==> src/rtl/core/att_pkg.sv <==
// ----------------------------------------------------------------------------
// att_pkg: shared types and constants of the ANSI text terminal
// Item and command layouts, character codes, state encodings and the SGR
// colour helpers used by the front and back parts.
// ----------------------------------------------------------------------------
package att_pkg;

    localparam int CFG_DATA_W  = 7;
    localparam int CFG_INDEX_W = 2;

    localparam logic [CFG_INDEX_W-1:0] REG_COLUMNS = 2'd0;
    localparam logic [CFG_INDEX_W-1:0] REG_ROWS    = 2'd1;

    localparam logic [7:0] ESC_BYTE     = 8'h1B;
    localparam logic [7:0] LBRACKET     = 8'h5B;
    localparam logic [7:0] SEMICOLON    = 8'h3B;
    localparam logic [7:0] NEWLINE_BYTE = 8'h0A;
    localparam logic [7:0] CHAR_K       = 8'h4B;
    localparam logic [7:0] CHAR_M       = 8'h6D;
    localparam logic [7:0] CHAR_PLUS    = 8'h2B;
    localparam logic [7:0] CHAR_MINUS   = 8'h2D;
    localparam logic [7:0] DIGIT_0      = 8'h30;
    localparam logic [7:0] DIGIT_9      = 8'h39;
    localparam logic [7:0] FINAL_LO     = 8'h40;
    localparam logic [7:0] FINAL_HI     = 8'h7E;
    localparam logic [7:0] TAB_BYTE     = 8'h09;
    localparam logic [7:0] CR_BYTE      = 8'h0D;
    localparam logic [7:0] BLANK_CHAR   = 8'h20;
    localparam logic [7:0] RESET_ATTR   = 8'h07;
    localparam logic [7:0] PARAM_MAX    = 8'd255;
    localparam logic [7:0] SGR_FG_LO    = 8'd30;
    localparam logic [7:0] SGR_FG_HI    = 8'd37;
    localparam logic [7:0] SGR_BG_LO    = 8'd40;
    localparam logic [7:0] SGR_BG_HI    = 8'd47;
    localparam logic [7:0] SGR_BOLD     = 8'd1;
    localparam logic [7:0] SGR_NORMAL   = 8'd22;

    typedef struct packed {
        logic       operation;
        logic [7:0] char_code;
        logic [4:0] read_row;
        logic [6:0] read_column;
    } in_item_t;

    typedef struct packed {
        logic [7:0] cell_char;
        logic [7:0] cell_attr;
        logic [4:0] cursor_row_now;
        logic [6:0] cursor_column_now;
        logic [7:0] current_attr;
        logic       in_escape;
    } out_item_t;

    typedef enum logic [2:0] {
        CMD_NOP,
        CMD_PUT,
        CMD_NEWLINE,
        CMD_CLEAR,
        CMD_READ
    } cmd_kind_t;

    // attr is the attribute after this item; it is also the one used for writes.
    typedef struct packed {
        cmd_kind_t  kind;
        logic [7:0] ch;
        logic [7:0] attr;
        logic [4:0] row;
        logic [6:0] col;
        logic       esc;
    } cmd_t;

    typedef enum logic [1:0] {
        PH_BLANK,
        PH_DIGIT,
        PH_DONE
    } parse_phase_t;

    typedef enum logic [3:0] {
        ST_INIT,
        ST_IDLE,
        ST_DECODE,
        ST_RD_ISSUE,
        ST_RD_WAIT,
        ST_SCR_RD,
        ST_SCR_WR,
        ST_BLANK,
        ST_PUT_ADDR,
        ST_PUT,
        ST_CLEAR,
        ST_DONE
    } back_state_t;

    function automatic logic [2:0] palette(input logic [2:0] idx);
        logic [2:0] colour;
        unique case (idx)
            3'd0: colour = 3'd0;
            3'd1: colour = 3'd4;
            3'd2: colour = 3'd2;
            3'd3: colour = 3'd6;
            3'd4: colour = 3'd1;
            3'd5: colour = 3'd5;
            3'd6: colour = 3'd3;
            3'd7: colour = 3'd7;
        endcase
        return colour;
    endfunction

    function automatic logic [7:0] apply_sgr(input logic [7:0] attr, input logic [7:0] val);
        logic [7:0] result;
        logic [7:0] offs;
        result = attr;
        offs   = 8'd0;
        priority if (val >= SGR_FG_LO && val <= SGR_FG_HI)
        begin
            offs   = val - SGR_FG_LO;
            result = {attr[7:4], 1'b0, palette(offs[2:0])};
        end
        else if (val >= SGR_BG_LO && val <= SGR_BG_HI)
        begin
            offs   = val - SGR_BG_LO;
            result = {1'b0, palette(offs[2:0]), attr[3:0]};
        end
        else if (val == SGR_BOLD)
        begin
            result = {attr[7:4], 1'b1, attr[2:0]};
        end
        else if (val == SGR_NORMAL)
        begin
            result = {attr[7:4], 1'b0, attr[2:0]};
        end
        else
        begin
            result = attr;
        end
        return result;
    endfunction

    function automatic logic is_blank(input logic [7:0] c);
        return (c == BLANK_CHAR) || (c >= TAB_BYTE && c <= CR_BYTE);
    endfunction

    function automatic logic is_digit(input logic [7:0] c);
        return (c >= DIGIT_0) && (c <= DIGIT_9);
    endfunction

endpackage

==> src/rtl/core/att_req_if.sv <==
// ----------------------------------------------------------------------------
// att_req_if: input item channel
// Valid/ready channel carrying one put or read item per transfer.
// ----------------------------------------------------------------------------
interface att_req_if import att_pkg::*; ();
    logic     valid;
    logic     ready;
    in_item_t data;

    modport source (output valid, output data, input ready);
    modport sink   (input valid, input data, output ready);
endinterface

==> src/rtl/core/att_front.sv <==
// ----------------------------------------------------------------------------
// att_front: byte classifier and escape decoder
// Accepts items, tracks escape sequences and the current attribute, parses
// SGR parameters as they arrive and queues one command per item.
// ----------------------------------------------------------------------------
module att_front import att_pkg::*;
#(
    parameter int ESCAPE_DEPTH = 32
)
(
    input  logic clk,
    input  logic rst_n,
    att_req_if.sink req,
    input  logic init_done,
    input  logic q_full,
    output logic push,
    output cmd_t push_cmd
);

    localparam int LEN_W = $clog2(ESCAPE_DEPTH + 1);

    logic [LEN_W-1:0] esc_len_reg;
    logic [LEN_W-1:0] esc_len_next;
    logic [7:0]       text_attr_reg;
    logic [7:0]       text_attr_next;
    logic [7:0]       pend_attr_reg;
    logic [7:0]       pend_attr_next;
    parse_phase_t     phase_reg;
    parse_phase_t     phase_next;
    logic             neg_reg;
    logic             neg_next;
    logic [7:0]       val_reg;
    logic [7:0]       val_next;

    logic [7:0]  c;
    logic        stored;
    logic [11:0] acc;
    logic [7:0]  acc_sat;
    logic [7:0]  fin_attr;

    assign req.ready = init_done && !q_full;
    assign push      = req.valid && req.ready;

    always_comb
    begin
        c        = req.data.char_code;
        stored   = (esc_len_reg < LEN_W'(ESCAPE_DEPTH));
        acc      = 12'(val_reg) * 12'd10 + {8'd0, c[3:0]};
        acc_sat  = (acc > 12'(PARAM_MAX)) ? PARAM_MAX : acc[7:0];
        // A parameter whose terminator made it into the buffer is applied.
        fin_attr = neg_reg ? pend_attr_reg : apply_sgr(pend_attr_reg, val_reg);

        esc_len_next   = esc_len_reg;
        text_attr_next = text_attr_reg;
        pend_attr_next = pend_attr_reg;
        phase_next     = phase_reg;
        neg_next       = neg_reg;
        val_next       = val_reg;

        push_cmd      = '0;
        push_cmd.kind = CMD_NOP;
        push_cmd.ch   = c;
        push_cmd.row  = req.data.read_row;
        push_cmd.col  = req.data.read_column;

        priority if (req.data.operation)
        begin
            push_cmd.kind = CMD_READ;
        end
        else if (c == ESC_BYTE)
        begin
            esc_len_next   = LEN_W'(1);
            pend_attr_next = text_attr_reg;
            phase_next     = PH_BLANK;
            neg_next       = 1'b0;
            val_next       = 8'd0;
        end
        else if (esc_len_reg != '0)
        begin
            priority if (esc_len_reg == LEN_W'(1))
            begin
                esc_len_next = (c == LBRACKET) ? LEN_W'(2) : '0;
            end
            else if (c >= FINAL_LO && c <= FINAL_HI)
            begin
                esc_len_next = '0;
                if (c == CHAR_K)
                begin
                    push_cmd.kind = CMD_CLEAR;
                end
                else if (c == CHAR_M)
                begin
                    text_attr_next = stored ? fin_attr : pend_attr_reg;
                end
            end
            else if (stored)
            begin
                esc_len_next = esc_len_reg + LEN_W'(1);
                if (c == SEMICOLON)
                begin
                    pend_attr_next = fin_attr;
                    phase_next     = PH_BLANK;
                    neg_next       = 1'b0;
                    val_next       = 8'd0;
                end
                else
                begin
                    unique case (phase_reg)
                        PH_BLANK:
                        begin
                            priority if (is_blank(c))
                            begin
                                phase_next = PH_BLANK;
                            end
                            else if (c == CHAR_PLUS || c == CHAR_MINUS)
                            begin
                                neg_next   = (c == CHAR_MINUS);
                                phase_next = PH_DIGIT;
                            end
                            else if (is_digit(c))
                            begin
                                val_next   = acc_sat;
                                phase_next = PH_DIGIT;
                            end
                            else
                            begin
                                phase_next = PH_DONE;
                            end
                        end
                        PH_DIGIT:
                        begin
                            if (is_digit(c))
                            begin
                                val_next = acc_sat;
                            end
                            else
                            begin
                                phase_next = PH_DONE;
                            end
                        end
                        default:
                        begin
                            phase_next = PH_DONE;
                        end
                    endcase
                end
            end
        end
        else if (c == NEWLINE_BYTE)
        begin
            push_cmd.kind = CMD_NEWLINE;
        end
        else
        begin
            push_cmd.kind = CMD_PUT;
        end

        push_cmd.attr = text_attr_next;
        push_cmd.esc  = (esc_len_next != '0);
    end

    always_ff @(posedge clk or negedge rst_n)
    begin
        if (!rst_n)
        begin
            esc_len_reg   <= '0;
            text_attr_reg <= RESET_ATTR;
            pend_attr_reg <= RESET_ATTR;
            phase_reg     <= PH_BLANK;
            neg_reg       <= 1'b0;
            val_reg       <= 8'd0;
        end
        else if (push)
        begin
            esc_len_reg   <= esc_len_next;
            text_attr_reg <= text_attr_next;
            pend_attr_reg <= pend_attr_next;
            phase_reg     <= phase_next;
            neg_reg       <= neg_next;
            val_reg       <= val_next;
        end
    end

endmodule

==> src/flat_wrapper.sv <==
// flat-port wrapper written by rule: the top's interface ports become plain ports
module att_front_flat import att_pkg::*;
#(
    parameter int ESCAPE_DEPTH = 32
)
  (clk, rst_n, init_done, q_full, push, push_cmd, req_valid, req_data, req_ready);
  att_req_if req_i ();
  input  logic clk;
  input  logic rst_n;
  input  logic init_done;
  input  logic q_full;
  output logic push;
  output cmd_t push_cmd;
  input wire logic [$bits(req_i.valid)-1:0] req_valid;
  input wire logic [$bits(req_i.data)-1:0] req_data;
  output wire logic [$bits(req_i.ready)-1:0] req_ready;
  assign req_i.valid = req_valid;
  assign req_i.data = req_data;
  assign req_ready = req_i.ready;
  att_front #(.ESCAPE_DEPTH(ESCAPE_DEPTH)) u_core (.clk(clk), .rst_n(rst_n), .req(req_i), .init_done(init_done), .q_full(q_full), .push(push), .push_cmd(push_cmd));
endmodule
==> config.mk <==
export PLATFORM = sky130hd
export DESIGN_NAME = att_front_flat
export DESIGN_NICKNAME = d
export VERILOG_FILES = /design/src/rtl/core/att_pkg.sv /design/src/rtl/core/att_req_if.sv /design/src/rtl/core/att_front.sv /design/src/flat_wrapper.sv
export SDC_FILE = /design/constraint.sdc
export NUM_CORES = 1
export LEC_CHECK = 0
export BUFFER_PORTS_ARGS = -buffer_cell sky130_fd_sc_hd__buf_4
export CORE_MARGIN = 10
export CORE_UTILIZATION = 45
export DETAILED_ROUTE_END_ITERATION = 8
export GPL_TIMING_DRIVEN = 0
export HOLD_SLACK_MARGIN = 0.1
export PLACE_DENSITY = 0.73
export REMOVE_ABC_BUFFERS = 1
export SLEW_MARGIN = 20
export SYNTH_ARGS = -nofsm -noshare
export SYNTH_HDL_FRONTEND = slang
export SYNTH_SLANG_ARGS = --single-unit
==> constraint.sdc <==
create_clock -name clk -period 9.4 [get_ports clk]
set_input_delay 2.35 -clock clk [delete_from_list [all_inputs] [get_ports clk]]
set_output_delay 2.35 -clock clk [all_outputs]
set_load 0.05 [all_outputs]
==> impl_metrics.tcl <==
set metrics [dict create \
    die_area_um2 10200 \
    async_flop_share 1.00 \
    cts_setup_buffers 0 \
    synth_warnings 0 \
    grt_pass1_wl_um 12900 \
    fmax_ghz 0.144 \
    area_delta_synth_final_pct 8.48 \
    cts.path.max_buffers 2 \
    yosysSeqAreaShare 0.284 \
    synth-adder-area-share 0.0946 \
    synth_flop_cell "dfrtp_1" \
    synth_edf_count 0 \
    place_hpwl_um 5430 \
    cts_resized 0 \
    hold_class "reg2reg" \
    drc_errors 0 \
    min_period_ns 6.93 \
    synth_cells 336 \
    leakagePower_nw 1.46 \
    synthTopCellsByCount "a21oi_1 (36), dfrtp_1 (27), nor2_1 (25), buf_4 (21), ha_1 (19)" \
    synth.top_cell.area_share 0.230 \
    drive_gt1_frac 0.212 \
    cts_sinks 33 \
    slowest_delay_ns 0.62 \
    rows 29 \
    grt_pass1_vias 2718 \
    core-area_um2 6350 \
    critPathKind "in2out" \
    post_synth_and_or_nand_nor_area_fraction 0.198 \
    slew_violations 0 \
    track_usage 0.149 \
    path_clk_slew_ns 0.07 \
    grt_max_degree 34 \
    setup_viol 0 \
    port_buffers 35 \
    path_cells "buf_4, nand4b_1, or3_1, a22oi_4, a2bb2oi_2, o22ai_1, or4b_1, buf_4" \
    cp-start-kind "input port" \
    place_congestion 0.905 \
    antennaDiodeCount 0 \
    synth.distinct_cells 66 \
    maxCapViolCount 0 \
    synth_area_leaders "dfrtp_1 (23%), ha_1 (8.1%), a21oi_1 (6.1%), dfstp_2 (5.4%), buf_4 (5.4%)" \
    critical_path_arrival_ns 4.58 \
    vias_per_cell 6.26 \
    cp_max_fo 11 \
    ys_ff_latch 33 \
    slew_headroom 0.373 \
    numCtsBuffers 5 \
    hold_buffers 0 \
    cp.required_ns 7.05 \
    cp-end-kind "primary output" \
    fin_tns_setup_ns 0 \
    final.setup_skew_ns 0.00463 \
    start_util 0.462 \
    post-route-period-util 0.737 \
    synthMuxAreaShare 0.0912 \
    synth-compound-area-share 0.217 \
    drtIter0Drc 161 \
    synth_top_family_by_area "compound AO/OA/AOI/OAI gates" \
    drt-total-wl_um 7390 \
    gr-total-overflow 0 \
    hold_violations 0 \
    drt_first_pass_iters 4 \
    die_y_um 101 \
    synth_xor_area_frac 0.0209 \
    vdd_drop_max_mv 0.168 \
    powerDensity_nw_per_um2 154 \
    clk_latency_ns 0.29 \
    cts_tree "built" \
    yosys.cell_count.top_type "a21oi_1" \
    cts_root_buf "clkbuf_8" \
    synthesis.area_um2 2940 \
    antenna_left 0 \
    rsz0062_at_grt "false" \
    cpMaxStageDelayCell "or3_1" \
    postSynthAreaPerCell_um2 8.74 \
    htreeDepth 2 \
    path_common_cell "buf_4" \
    synth_area_leader_cell "dfrtp_1" \
    worst_slew_pin_slew_ns 0.932 \
    outcome "complete, no violations" \
    fin_nets 391 \
    num_vias 2641 \
    critPathBufInv 2 \
    io_pins 60 \
    die_w_um 101 \
    utilization 0.501 \
    antenna_found_initial 0 \
    wire_per_inst_um 17.5 \
    cp_top_family "simple AND/OR/NAND/NOR gates" \
]
cell type report:
type	instances	area, um2
clock buffer	7	96.3
clock inverter	1	5.00
fill	629	3170
inverter	16	60.1
multi-input combinational	253	1830
sequential	33	833
tap	77	96.3
timing repair buffer	35	263
worst min-delay path: stages, from the launching register on:
cell     delay [ns]
dfstp_2        0.37
nor2_1         0.09
a21oi_1        0.05
per-stage QoR:
step | cells | cell area (um2) | total power, W | hold WS, ns | setup WS, ns
floorplan | 302 | 2720 | 0.000303 | 0.474 | 1.61
global placement | 414 | 3080 | 0.000361 | 0.486 | 2.51
detailed placement | 414 | 3080 | 0.000369 | 0.495 | 2.48
CTS | 422 | 3180 | 0.000492 | 0.506 | 2.47
global route | 422 | 3180 | 0.000521 | 0.531 | 2.35
finish | 422 | 3180 | 0.000491 | 0.506 | 2.47
cells in the final DEF, fill, tap and decap left out, types with 3 or more instances in the layout:
master	n
mux2_1	12
nor3_1	12
a21oi_1	36
nor2b_1	5
ha_1	19
o22ai_1	8
xnor2_1	4
xor2_1	3
nand2_1	15
o31ai_1	3
o21ai_0	8
dfrtp_1	27
mux2_2	10
nor4_1	4
nor3_2	4
dfstp_2	6
buf_4	35
o21a_1	3
inv_1	16
clkbuf_8	7
or2_2	3
o21ai_1	8
a211oi_1	3
a21o_1	3
nor2_1	25
and3_1	3
nand4_1	7
a31oi_1	3
nand3_1	6
final timing paths:
path | to | startpoint | slack, ns | depth (start not counted)
worst min-delay path | u_core.pend_attr_reg[2] | u_core.pend_attr_reg[2] | 0.51 | 2
worst max-delay path | push_cmd[0] | req_data[14] | 2.47 | 8
worst min register to register | u_core.pend_attr_reg[2] | u_core.pend_attr_reg[2] | 0.51 | 2
min in group asynchronous | u_core.esc_len_reg[3] | rst_n | 1.99 | 1
max in group asynchronous | u_core.pend_attr_reg[0] | rst_n | 7.06 | 1
worst max register to register | u_core.val_reg[4] | u_core.val_reg[1] | 6.35 | 9
cells by family after synthesis:
kind of cell,count (synthesis)
AOI/OAI and AO/OA,97
xor gates and xnor gates,7
adders and majority gates,21
buffers and inverters,50
DFF,33
muxes,24
and+or+nand+nor,104
power breakdown:
part | switching, W | leakage, nW | internal (W) | total, W
Combinational | 0.000124 | 0.976 | 0.0000737 | 0.000197
Clock | 0.0000568 | 0.0542 | 0.0000663 | 0.000123
Sequential | 0.0000185 | 0.427 | 0.000152 | 0.000170
routing by layer:
metal | global-route usage | wire length (um) | up-vias
met1 | 0.187 | 3330 | 1304
li1 | - | - | 1246
met3 | 0.0384 | 496 | 4
met4 | 0.0413 | 36 | 0
met2 | 0.246 | 3530 | 87
met5 | 0 | 0 | -
Power figures use the tool's default switching activity.
