--- src/rtl/core/att_pkg.sv ---
// ----------------------------------------------------------------------------
// att_pkg: shared types and constants of the ANSI text terminal
// Item and command layouts, character codes, state encodings and the SGR
// colour helpers used by the front and back parts.
// ----------------------------------------------------------------------------
package att_pkg;

    localparam int CFG_DATA_W  = 7;
    localparam int CFG_INDEX_W = 2;

    localparam logic [CFG_INDEX_W-1:0] REG_COLUMNS = 2'd0;
    localparam logic [CFG_INDEX_W-1:0] REG_ROWS    = 2'd1;

    localparam logic [7:0] ESC_BYTE     = 8'h1B;
    localparam logic [7:0] LBRACKET     = 8'h5B;
    localparam logic [7:0] SEMICOLON    = 8'h3B;
    localparam logic [7:0] NEWLINE_BYTE = 8'h0A;
    localparam logic [7:0] CHAR_K       = 8'h4B;
    localparam logic [7:0] CHAR_M       = 8'h6D;
    localparam logic [7:0] CHAR_PLUS    = 8'h2B;
    localparam logic [7:0] CHAR_MINUS   = 8'h2D;
    localparam logic [7:0] DIGIT_0      = 8'h30;
    localparam logic [7:0] DIGIT_9      = 8'h39;
    localparam logic [7:0] FINAL_LO     = 8'h40;
    localparam logic [7:0] FINAL_HI     = 8'h7E;
    localparam logic [7:0] TAB_BYTE     = 8'h09;
    localparam logic [7:0] CR_BYTE      = 8'h0D;
    localparam logic [7:0] BLANK_CHAR   = 8'h20;
    localparam logic [7:0] RESET_ATTR   = 8'h07;
    localparam logic [7:0] PARAM_MAX    = 8'd255;
    localparam logic [7:0] SGR_FG_LO    = 8'd30;
    localparam logic [7:0] SGR_FG_HI    = 8'd37;
    localparam logic [7:0] SGR_BG_LO    = 8'd40;
    localparam logic [7:0] SGR_BG_HI    = 8'd47;
    localparam logic [7:0] SGR_BOLD     = 8'd1;
    localparam logic [7:0] SGR_NORMAL   = 8'd22;

    typedef struct packed {
        logic       operation;
        logic [7:0] char_code;
        logic [4:0] read_row;
        logic [6:0] read_column;
    } in_item_t;

    typedef struct packed {
        logic [7:0] cell_char;
        logic [7:0] cell_attr;
        logic [4:0] cursor_row_now;
        logic [6:0] cursor_column_now;
        logic [7:0] current_attr;
        logic       in_escape;
    } out_item_t;

    typedef enum logic [2:0] {
        CMD_NOP,
        CMD_PUT,
        CMD_NEWLINE,
        CMD_CLEAR,
        CMD_READ
    } cmd_kind_t;

    // attr is the attribute after this item; it is also the one used for writes.
    typedef struct packed {
        cmd_kind_t  kind;
        logic [7:0] ch;
        logic [7:0] attr;
        logic [4:0] row;
        logic [6:0] col;
        logic       esc;
    } cmd_t;

    typedef enum logic [1:0] {
        PH_BLANK,
        PH_DIGIT,
        PH_DONE
    } parse_phase_t;

    typedef enum logic [3:0] {
        ST_INIT,
        ST_IDLE,
        ST_DECODE,
        ST_RD_ISSUE,
        ST_RD_WAIT,
        ST_SCR_RD,
        ST_SCR_WR,
        ST_BLANK,
        ST_PUT_ADDR,
        ST_PUT,
        ST_CLEAR,
        ST_DONE
    } back_state_t;

    function automatic logic [2:0] palette(input logic [2:0] idx);
        logic [2:0] colour;
        unique case (idx)
            3'd0: colour = 3'd0;
            3'd1: colour = 3'd4;
            3'd2: colour = 3'd2;
            3'd3: colour = 3'd6;
            3'd4: colour = 3'd1;
            3'd5: colour = 3'd5;
            3'd6: colour = 3'd3;
            3'd7: colour = 3'd7;
        endcase
        return colour;
    endfunction

    function automatic logic [7:0] apply_sgr(input logic [7:0] attr, input logic [7:0] val);
        logic [7:0] result;
        logic [7:0] offs;
        result = attr;
        offs   = 8'd0;
        priority if (val >= SGR_FG_LO && val <= SGR_FG_HI)
        begin
            offs   = val - SGR_FG_LO;
            result = {attr[7:4], 1'b0, palette(offs[2:0])};
        end
        else if (val >= SGR_BG_LO && val <= SGR_BG_HI)
        begin
            offs   = val - SGR_BG_LO;
            result = {1'b0, palette(offs[2:0]), attr[3:0]};
        end
        else if (val == SGR_BOLD)
        begin
            result = {attr[7:4], 1'b1, attr[2:0]};
        end
        else if (val == SGR_NORMAL)
        begin
            result = {attr[7:4], 1'b0, attr[2:0]};
        end
        else
        begin
            result = attr;
        end
        return result;
    endfunction

    function automatic logic is_blank(input logic [7:0] c);
        return (c == BLANK_CHAR) || (c >= TAB_BYTE && c <= CR_BYTE);
    endfunction

    function automatic logic is_digit(input logic [7:0] c);
        return (c >= DIGIT_0) && (c <= DIGIT_9);
    endfunction

endpackage

--- src/rtl/core/att_queue.sv ---
// ----------------------------------------------------------------------------
// att_queue: two-entry command queue
// Decouples the byte classifier from the cell store sequencer.
// ----------------------------------------------------------------------------
module att_queue import att_pkg::*;
(
    input  logic clk,
    input  logic rst_n,
    input  logic push,
    input  cmd_t push_data,
    output logic full,
    input  logic pop,
    output cmd_t pop_data,
    output logic empty
);

    cmd_t       entry_reg [2];
    logic       wr_ptr_reg;
    logic       wr_ptr_next;
    logic       rd_ptr_reg;
    logic       rd_ptr_next;
    logic [1:0] count_reg;
    logic [1:0] count_next;

    assign full     = (count_reg == 2'd2);
    assign empty    = (count_reg == 2'd0);
    assign pop_data = entry_reg[rd_ptr_reg];

    always_comb
    begin
        wr_ptr_next = wr_ptr_reg ^ push;
        rd_ptr_next = rd_ptr_reg ^ pop;
        count_next  = count_reg + {1'b0, push} - {1'b0, pop};
    end

    always_ff @(posedge clk)
    begin
        if (push)
        begin
            entry_reg[wr_ptr_reg] <= push_data;
        end
    end

    always_ff @(posedge clk or negedge rst_n)
    begin
        if (!rst_n)
        begin
            wr_ptr_reg <= 1'b0;
            rd_ptr_reg <= 1'b0;
            count_reg  <= 2'd0;
        end
        else
        begin
            wr_ptr_reg <= wr_ptr_next;
            rd_ptr_reg <= rd_ptr_next;
            count_reg  <= count_next;
        end
    end

endmodule

--- config.mk ---
export PLATFORM = sky130hd
export DESIGN_NAME = att_queue
export DESIGN_NICKNAME = d
export VERILOG_FILES = /design/src/rtl/core/att_pkg.sv /design/src/rtl/core/att_queue.sv
export SDC_FILE = /design/constraint.sdc
export NUM_CORES = 1
export LEC_CHECK = 0
export ABC_AREA = 1
export CAP_MARGIN = 30
export CORE_AREA = 2 2 81 83
export CTS_CLUSTER_DIAMETER = 40
export CTS_CLUSTER_SIZE = 20
export DETAILED_ROUTE_END_ITERATION = 8
export DIE_AREA = 0 0 83 85
export DONT_BUFFER_PORTS = 1
export MAX_ROUTING_LAYER = met4
export REMOVE_ABC_BUFFERS = 1
export SLEW_MARGIN = 20
export SYNTH_ARGS = -nofsm -noshare
export SYNTH_HDL_FRONTEND = slang
export SYNTH_SLANG_ARGS = --single-unit
--- constraint.sdc ---
create_clock -name clk -period 2.2 [get_ports clk]
set_clock_uncertainty 0.05 [all_clocks]
set_input_delay 0.44 -clock clk [delete_from_list [all_inputs] [get_ports clk]]
set_output_delay 0.44 -clock clk [all_outputs]
set_load 0.02 [all_outputs]
==> flow_metrics.tcl, run 1 <==
set metrics [dict create \
    path_type_of_the_worst_min_delay_path "in -> reg" \
    final_max_slew_viol_count 0 \
    hold_depth 1 \
    area_share_of_the_largest_cell_type_after_synthesis 0.708 \
    synth-edff-count 64 \
    yosysMostFrequentCell "sky130_fd_sc_hd__edfxtp_1" \
    grt_start_max_net_pins 40 \
    post-route-period-util 0.884 \
    critPathArrivalTime_ns 1.46 \
    via_per_inst 4.63 \
    design.portCount 70 \
    crit_type "reg -> out" \
    grt_total_usage 0.131 \
    path_clk_slew_ns 0.06 \
    worst_path_most_repeated_cell "sky130_fd_sc_hd__buf_4" \
    synthesized_area_fraction_occupied_by_adder_cells 0.0184 \
    largest_family_of_logic_cells_by_synthesized_area "compound AO/OA/AOI/OAI gates" \
    place_hpwl_um 2620 \
    antenna_violations_before_repair 0 \
    synthSimpleGateAreaFrac 0.0558 \
    layout_filler_cell_count 523 \
    rsz0062_at_grt "no" \
    power_frac_seq 0.409 \
    yosys-mux-area-fraction 0 \
    cts_htree_levels 3 \
    max_freq_mhz 514 \
    timing.critical_path.required_ns 1.71 \
    ys_seq_elements 68 \
    netlist-cell-type-count 13 \
    diodes 0 \
    design.die.area_sq_mm 0.00706 \
    start_util 0.438 \
    final_critical_delay_including_setup_and_external_delays_ns 1.95 \
    synth_cells 191 \
    comb_power_share 0.322 \
    wire_length_of_the_first_global_routing_pass_um 6530 \
    gr-total-overflow 0 \
    synthesized_area_fraction_occupied_by_xor_and_xnor_cells 0.00323 \
    power.internal_mw 2.83 \
    switchingPower_mw 1.55 \
    cts_setup_buffers 0 \
    synth.cells.most_frequent "sky130_fd_sc_hd__edfxtp_1, sky130_fd_sc_hd__inv_1, sky130_fd_sc_hd__nand2_1" \
    maxCapViolCount 0 \
    wire_per_inst_um 14.0 \
    cp_max_stage_delay_ns 0.39 \
    report.final.hold_viol_count 0 \
    worst_skew_pair.late_latency_ns 0.33 \
    synth.cell_area_sq_mm 0.00272 \
    synth.largest_area_cell "sky130_fd_sc_hd__edfxtp_1" \
    vias 1325 \
    core_region_area_sq_mm 0.00620 \
    tritoncts.num_buffers 9 \
    cts_buffer_depth 2 \
    worstPathMaxFanout 39 \
    largest_register_ff_count 64 \
    critical_path.cell_chain "buf_4 -> o21ai_0 -> buf_4" \
    first_pass_iters 4 \
    die_width_um 83 \
    synthToLayoutAreaGrowth_pct 13.0 \
    yosys_warnings 0 \
    total_power_mw 4.38 \
    pwr-share-clk 0.268 \
    peakVddDrop_mv 0.653 \
    setup_total_negative_slack_ns 0 \
    post_synth.cell_area_avg_sq_um 14.2 \
    timing.max_slew.rel_slack 0.687 \
    max_stage_delay_cell_worst_path "sky130_fd_sc_hd__buf_4" \
    startpoint_type "flip-flop" \
    outcome "complete, no violations" \
    drive_gt1_frac 0.244 \
    sw_ratio 0.354 \
    clockRootBuffer "sky130_fd_sc_hd__clkbuf_8" \
    post_synth_main_area_contributors "sky130_fd_sc_hd__edfxtp_1, sky130_fd_sc_hd__o21ai_2, sky130_fd_sc_hd__inv_1, sky130_fd_sc_hd__nand2_1, sky130_fd_sc_hd__dfrtp_1" \
    drt.antenna.violating_nets 0 \
    synth-compound-area-share 0.0963 \
    worst_setup_end_kind "primary output" \
    post-route-drc-count 0 \
    finalSetupViolations 0 \
    cts_tree "yes" \
    wl_um 4020 \
    pd_cells_mw_per_mm2 1430 \
    final_net_count 244 \
    numClockSinks 68 \
    via_count_of_the_first_global_routing_pass 1339 \
    routabilityCongestion 0.676 \
    power_leakage_nw 1.22 \
    numPortBuffers 0 \
    numPlacedInstances 269 \
    layout.core_utilization 0.494 \
    worstRegToRegCells 3 \
    seq_area_frac_synth 0.745 \
    rows 29 \
    drt_first_iter_violations 74 \
    yosys_most_used_dff "sky130_fd_sc_hd__edfxtp_1" \
    final-instance-count-excl-fill 286 \
    synth-async-reset-ratio 0.0588 \
    tightest_slew_ns 0.470 \
    die_y_um 85 \
]
## layer usage
metal	wire, um	share of wire	GRT usage
met5	0	0	-
met4	117	0.029	0.0775
met3	398	0.099	0.0739
met2	2020	0.50	0.204
met1	1480	0.37	0.128
## metrics by stage
step / setup slack [ns] / hold WS (ns) / area [sq um]
after global placement: 0.620 / 0.0946 / 2830
after global routing: 0.0966 / 0.117 / 3070
after detailed placement: 0.602 / 0.0946 / 2830
final: 0.255 / 0.131 / 3070
after floorplan: -0.591 / 0.0944 / 2640
after CTS: 0.213 / 0.109 / 3070
## worst paths after layout
path | start | end | slack, ns
max in group asynchronous | rst_n | rd_ptr_reg | 1.58
max reg2reg | wr_ptr_reg | entry_reg[0][13] | 0.76
min reg2reg | count_reg[1] | count_reg[1] | 0.55
max | rd_ptr_reg | pop_data[0] | 0.25
min | pop | rd_ptr_reg | 0.13
min in group asynchronous | rst_n | wr_ptr_reg | 0.33
## area by class of cell
type                            count  area [sq um]  area share
Inverter                           39           146      0.0477
Clock buffer                       10           128      0.0416
Tap cell                           77          96.3      0.0314
Timing Repair Buffer                9          95.1      0.0310
Multi-Input combinational cell     77           477       0.155
Clock inverter                      6           103      0.0334
Sequential cell                    68          2020       0.659
## power by group through the flow
| stage | Combinational [mW] | Sequential, mW | Clock, mW |
|---|---|---|---|
| 6_report | 1.41 | 1.79 | 1.18 |
| 5_1_grt | 1.57 | 1.82 | 1.26 |
| 3_3_place_gp | 1.43 | 1.81 | 0 |
| 3_5_place_dp | 1.45 | 1.82 | 0 |
| 4_1_cts | 1.46 | 1.79 | 1.21 |
| 2_1_floorplan | 0.971 | 1.97 | 0 |
## cell usage in the layout, fill, tap and decap left out, types with 2 or more instances in the layout
| master | instances |
|---|---|
| sky130_fd_sc_hd__nand2_1 | 37 |
| sky130_fd_sc_hd__clkbuf_8 | 9 |
| sky130_fd_sc_hd__inv_1 | 39 |
| sky130_fd_sc_hd__buf_4 | 6 |
| sky130_fd_sc_hd__ha_2 | 2 |
| sky130_fd_sc_hd__clkinv_1 | 2 |
| sky130_fd_sc_hd__dfrtp_1 | 3 |
| sky130_fd_sc_hd__bufinv_16 | 3 |
| sky130_fd_sc_hd__buf_12 | 2 |
| sky130_fd_sc_hd__o21ai_0 | 4 |
| sky130_fd_sc_hd__edfxtp_1 | 64 |
| sky130_fd_sc_hd__ha_1 | 2 |
| sky130_fd_sc_hd__nor2_1 | 2 |
| sky130_fd_sc_hd__o21ai_2 | 27 |
## timing repair
| action | in CTS | in global routing |
|---|---|---|
| endpoints found under the hold margin | 4 | 0 |
| hold buffers | 1 | 0 |
| gates resized for setup | 0 | 0 |
## worst max-delay path: cells and delay by family, from the launching register on
kind | cells | cell delay [ns]
buf+inv | 2 | 0.58
flops | 1 | 0.35
compound gates | 1 | 0.19
## logic make-up (layout without fill, tap and decap cells)
family | Yosys count | count (layout)
AO/OA/AOI/OAI | 32 | 32
XOR/XNOR | 1 | 1
adder cells (fa/ha/maj) | 4 | 4
buffers and inverters | 46 | 64
flip-flops | 68 | 68
AND/OR/NAND/NOR | 40 | 40
Note: power is estimated with default switching activity, not from simulation.
==> run 2: changes to the inputs <==
--- a/config.mk
+++ b/config.mk
@@ -6,7 +6,8 @@
 export NUM_CORES = 1
 export LEC_CHECK = 0
 export ABC_AREA = 1
-export CAP_MARGIN = 30
+export ABC_CLOCK_PERIOD_IN_PS = 2200
+export CAP_MARGIN = 20
 export CORE_AREA = 2 2 81 83
 export CTS_CLUSTER_DIAMETER = 40
 export CTS_CLUSTER_SIZE = 20
==> constraint.sdc (replaced) <==
create_clock -name clk -period 2.2 [get_ports clk]
set_clock_uncertainty 0.05 [all_clocks]
set_input_delay 0.11 -clock clk [delete_from_list [all_inputs] [get_ports clk]]
set_output_delay 0.11 -clock clk [all_outputs]
set_load 0.02 [all_outputs]
==> run 2 against run 1 <==
Net effect: wire length up 1.6%; global-route usage is 0.29 points higher; non-clock buffer count grew 34; via count grew 10%; critical path depth did not move.
==> flow_metrics.tcl, run 2 (same netlist as run 1, synthesis figures left out) <==
set metrics [dict create \
    design.portCount 70 \
    via_count_of_the_first_global_routing_pass 1463 \
    path_clk_slew_ns 0.06 \
    start_util 0.438 \
    report.final.hold_viol_count 0 \
    peakVddDrop_mv 0.700 \
    worst_hold_startpoint "pop" \
    rsz0062_at_grt "no" \
    grt_start_max_net_pins 39 \
    diodes 0 \
    crit_type "reg -> out" \
    startpoint_type "flip-flop" \
    finalSetupViolations 0 \
    post-route-period-util 0.838 \
    cts_tree "yes" \
    synthToLayoutAreaGrowth_pct 24.1 \
    drive_gt1_frac 0.198 \
    cts_repair_resize_count 0 \
    whs_endpoint "count_reg[1]" \
    setup_total_negative_slack_ns 0 \
    wl_um 4080 \
    rows 29 \
    layout_commonest_cell "sky130_fd_sc_hd__edfxtp_1" \
    tightest_slew_ns 0.589 \
    numPortBuffers 0 \
    die_width_um 83 \
    layout_filler_cell_count 536 \
    outcome "complete, no violations" \
    final_net_count 278 \
    r2r-end "entry_reg[0][20]" \
    gr-total-overflow 0 \
    antenna_violations_before_repair 0 \
    critPathArrivalTime_ns 1.68 \
    wire_length_of_the_first_global_routing_pass_um 6950 \
    r2r_slack_ns 0.81 \
    numPlacedInstances 268 \
    path_type_of_the_worst_min_delay_path "in -> reg" \
    layout.cells.most_common_list "sky130_fd_sc_hd__edfxtp_1, sky130_fd_sc_hd__inv_1, sky130_fd_sc_hd__nand2_1, sky130_fd_sc_hd__dlygate4sd3_1, sky130_fd_sc_hd__o21ai_2" \
    cts_buffer_depth 2 \
    worstPathMaxFanout 38 \
    drt.antenna.violating_nets 0 \
    vias 1461 \
    final-instance-count-excl-fill 320 \
    cts_setup_buffers 0 \
    die_y_um 85 \
    cts_htree_levels 3 \
    worstRegToRegCells 3 \
    place_hpwl_um 2610 \
    critPathLaunch "rd_ptr_reg" \
    hold_depth 4 \
    routabilityCongestion 0.670 \
    design.die.area_sq_mm 0.00706 \
    tritoncts.num_buffers 9 \
    maxCapViolCount 0 \
    largest_register_ff_count 64 \
    grt_total_usage 0.134 \
    pd_cells_mw_per_mm2 1250 \
    final_max_slew_viol_count 0 \
    drt_first_iter_violations 53 \
    numClockSinks 68 \
    power_leakage_nw 1.34 \
    worst_skew_pair.late_latency_ns 0.33 \
    via_per_inst 4.57 \
    timing.critical_path.required_ns 2.04 \
    clockRootBuffer "sky130_fd_sc_hd__clkbuf_8" \
    wire_per_inst_um 12.8 \
    post-route-drc-count 0 \
    max_freq_mhz 542 \
    beginning_of_the_worst_register_to_register_path "wr_ptr_reg" \
    core_region_area_sq_mm 0.00620 \
    first_pass_iters 4 \
    worst_setup_end_kind "primary output" \
    timing.max_slew.rel_slack 0.607 \
    final_critical_delay_including_setup_and_external_delays_ns 1.84 \
]
## run 2: cell types whose count changed in the layout (fill, tap and decap cells not counted)
cell and delta:
sky130_fd_sc_hd__dlygate4sd3_1 +35, sky130_fd_sc_hd__clkinv_1 -2, sky130_fd_sc_hd__bufinv_16 -2, sky130_fd_sc_hd__clkbuf_1 +4, sky130_fd_sc_hd__buf_12 +1, sky130_fd_sc_hd__buf_4 -2
## run 2: cell type report
type	count	area, sq um	area share
Tap cell	77	96.3	0.0286
Multi-Input combinational cell	77	477	0.141
Sequential cell	68	2020	0.600
Inverter	39	146	0.0434
Timing Repair Buffer	43	450	0.134
Clock buffer	14	143	0.0423
Clock inverter	2	35.0	0.0104
## run 2: worst max path at each step
| stage | endpoint | slack (ns) | cells after the start |
|---|---|---|---|
| 2_1_floorplan | pop_data[0] | -0.26 | 1 |
| 3_3_place_gp | pop_data[30] | 0.68 | 3 |
| 3_5_place_dp | pop_data[30] | 0.66 | 3 |
| 4_1_cts | pop_data[30] | 0.30 | 3 |
| 5_1_grt | pop_data[30] | 0.20 | 3 |
| 6_report | pop_data[30] | 0.36 | 3 |
## run 2: through the flow
stage,util,power [mW],instance area [sq um],hold slack (ns),setup slack (ns)
after global routing,0.543,4.45,3370,0.155,0.195
after detailed placement,0.457,3.28,2830,-0.235,0.662
final,0.543,4.20,3370,0.113,0.356
after floorplan,-,2.94,2640,-0.236,-0.261
after global placement,0.457,3.25,2830,-0.235,0.684
after CTS,0.543,4.28,3370,0.103,0.295
## run 2: report_power, final
part / switching, mW / internal [mW] / leakage (nW)
clock network: 0.409 / 0.524 / 0.0887
registers: 0.155 / 1.72 / 0.647
logic: 0.971 / 0.417 / 0.603
## run 2: what timing repair did
action                     CTS  global route
hold buffers                36             0
hold endpoints to repair    71             0
setup endpoints to repair    0             0
## run 2: layer usage
metal  vias to the layer above  track usage  wire length [um]
met1                       665        0.137              1570
met5                         -            -                 0
met4                         0       0.0805               100
li1                        735            -                 -
met2                        49        0.228              2140
met3                        12       0.0399               270
## run 2: critical path, stage by stage (launching register included)
cell and delay, ns:
sky130_fd_sc_hd__dfrtp_2 0.74, sky130_fd_sc_hd__buf_12 0.29, sky130_fd_sc_hd__nand2_1 0.08, sky130_fd_sc_hd__o21ai_1 0.23
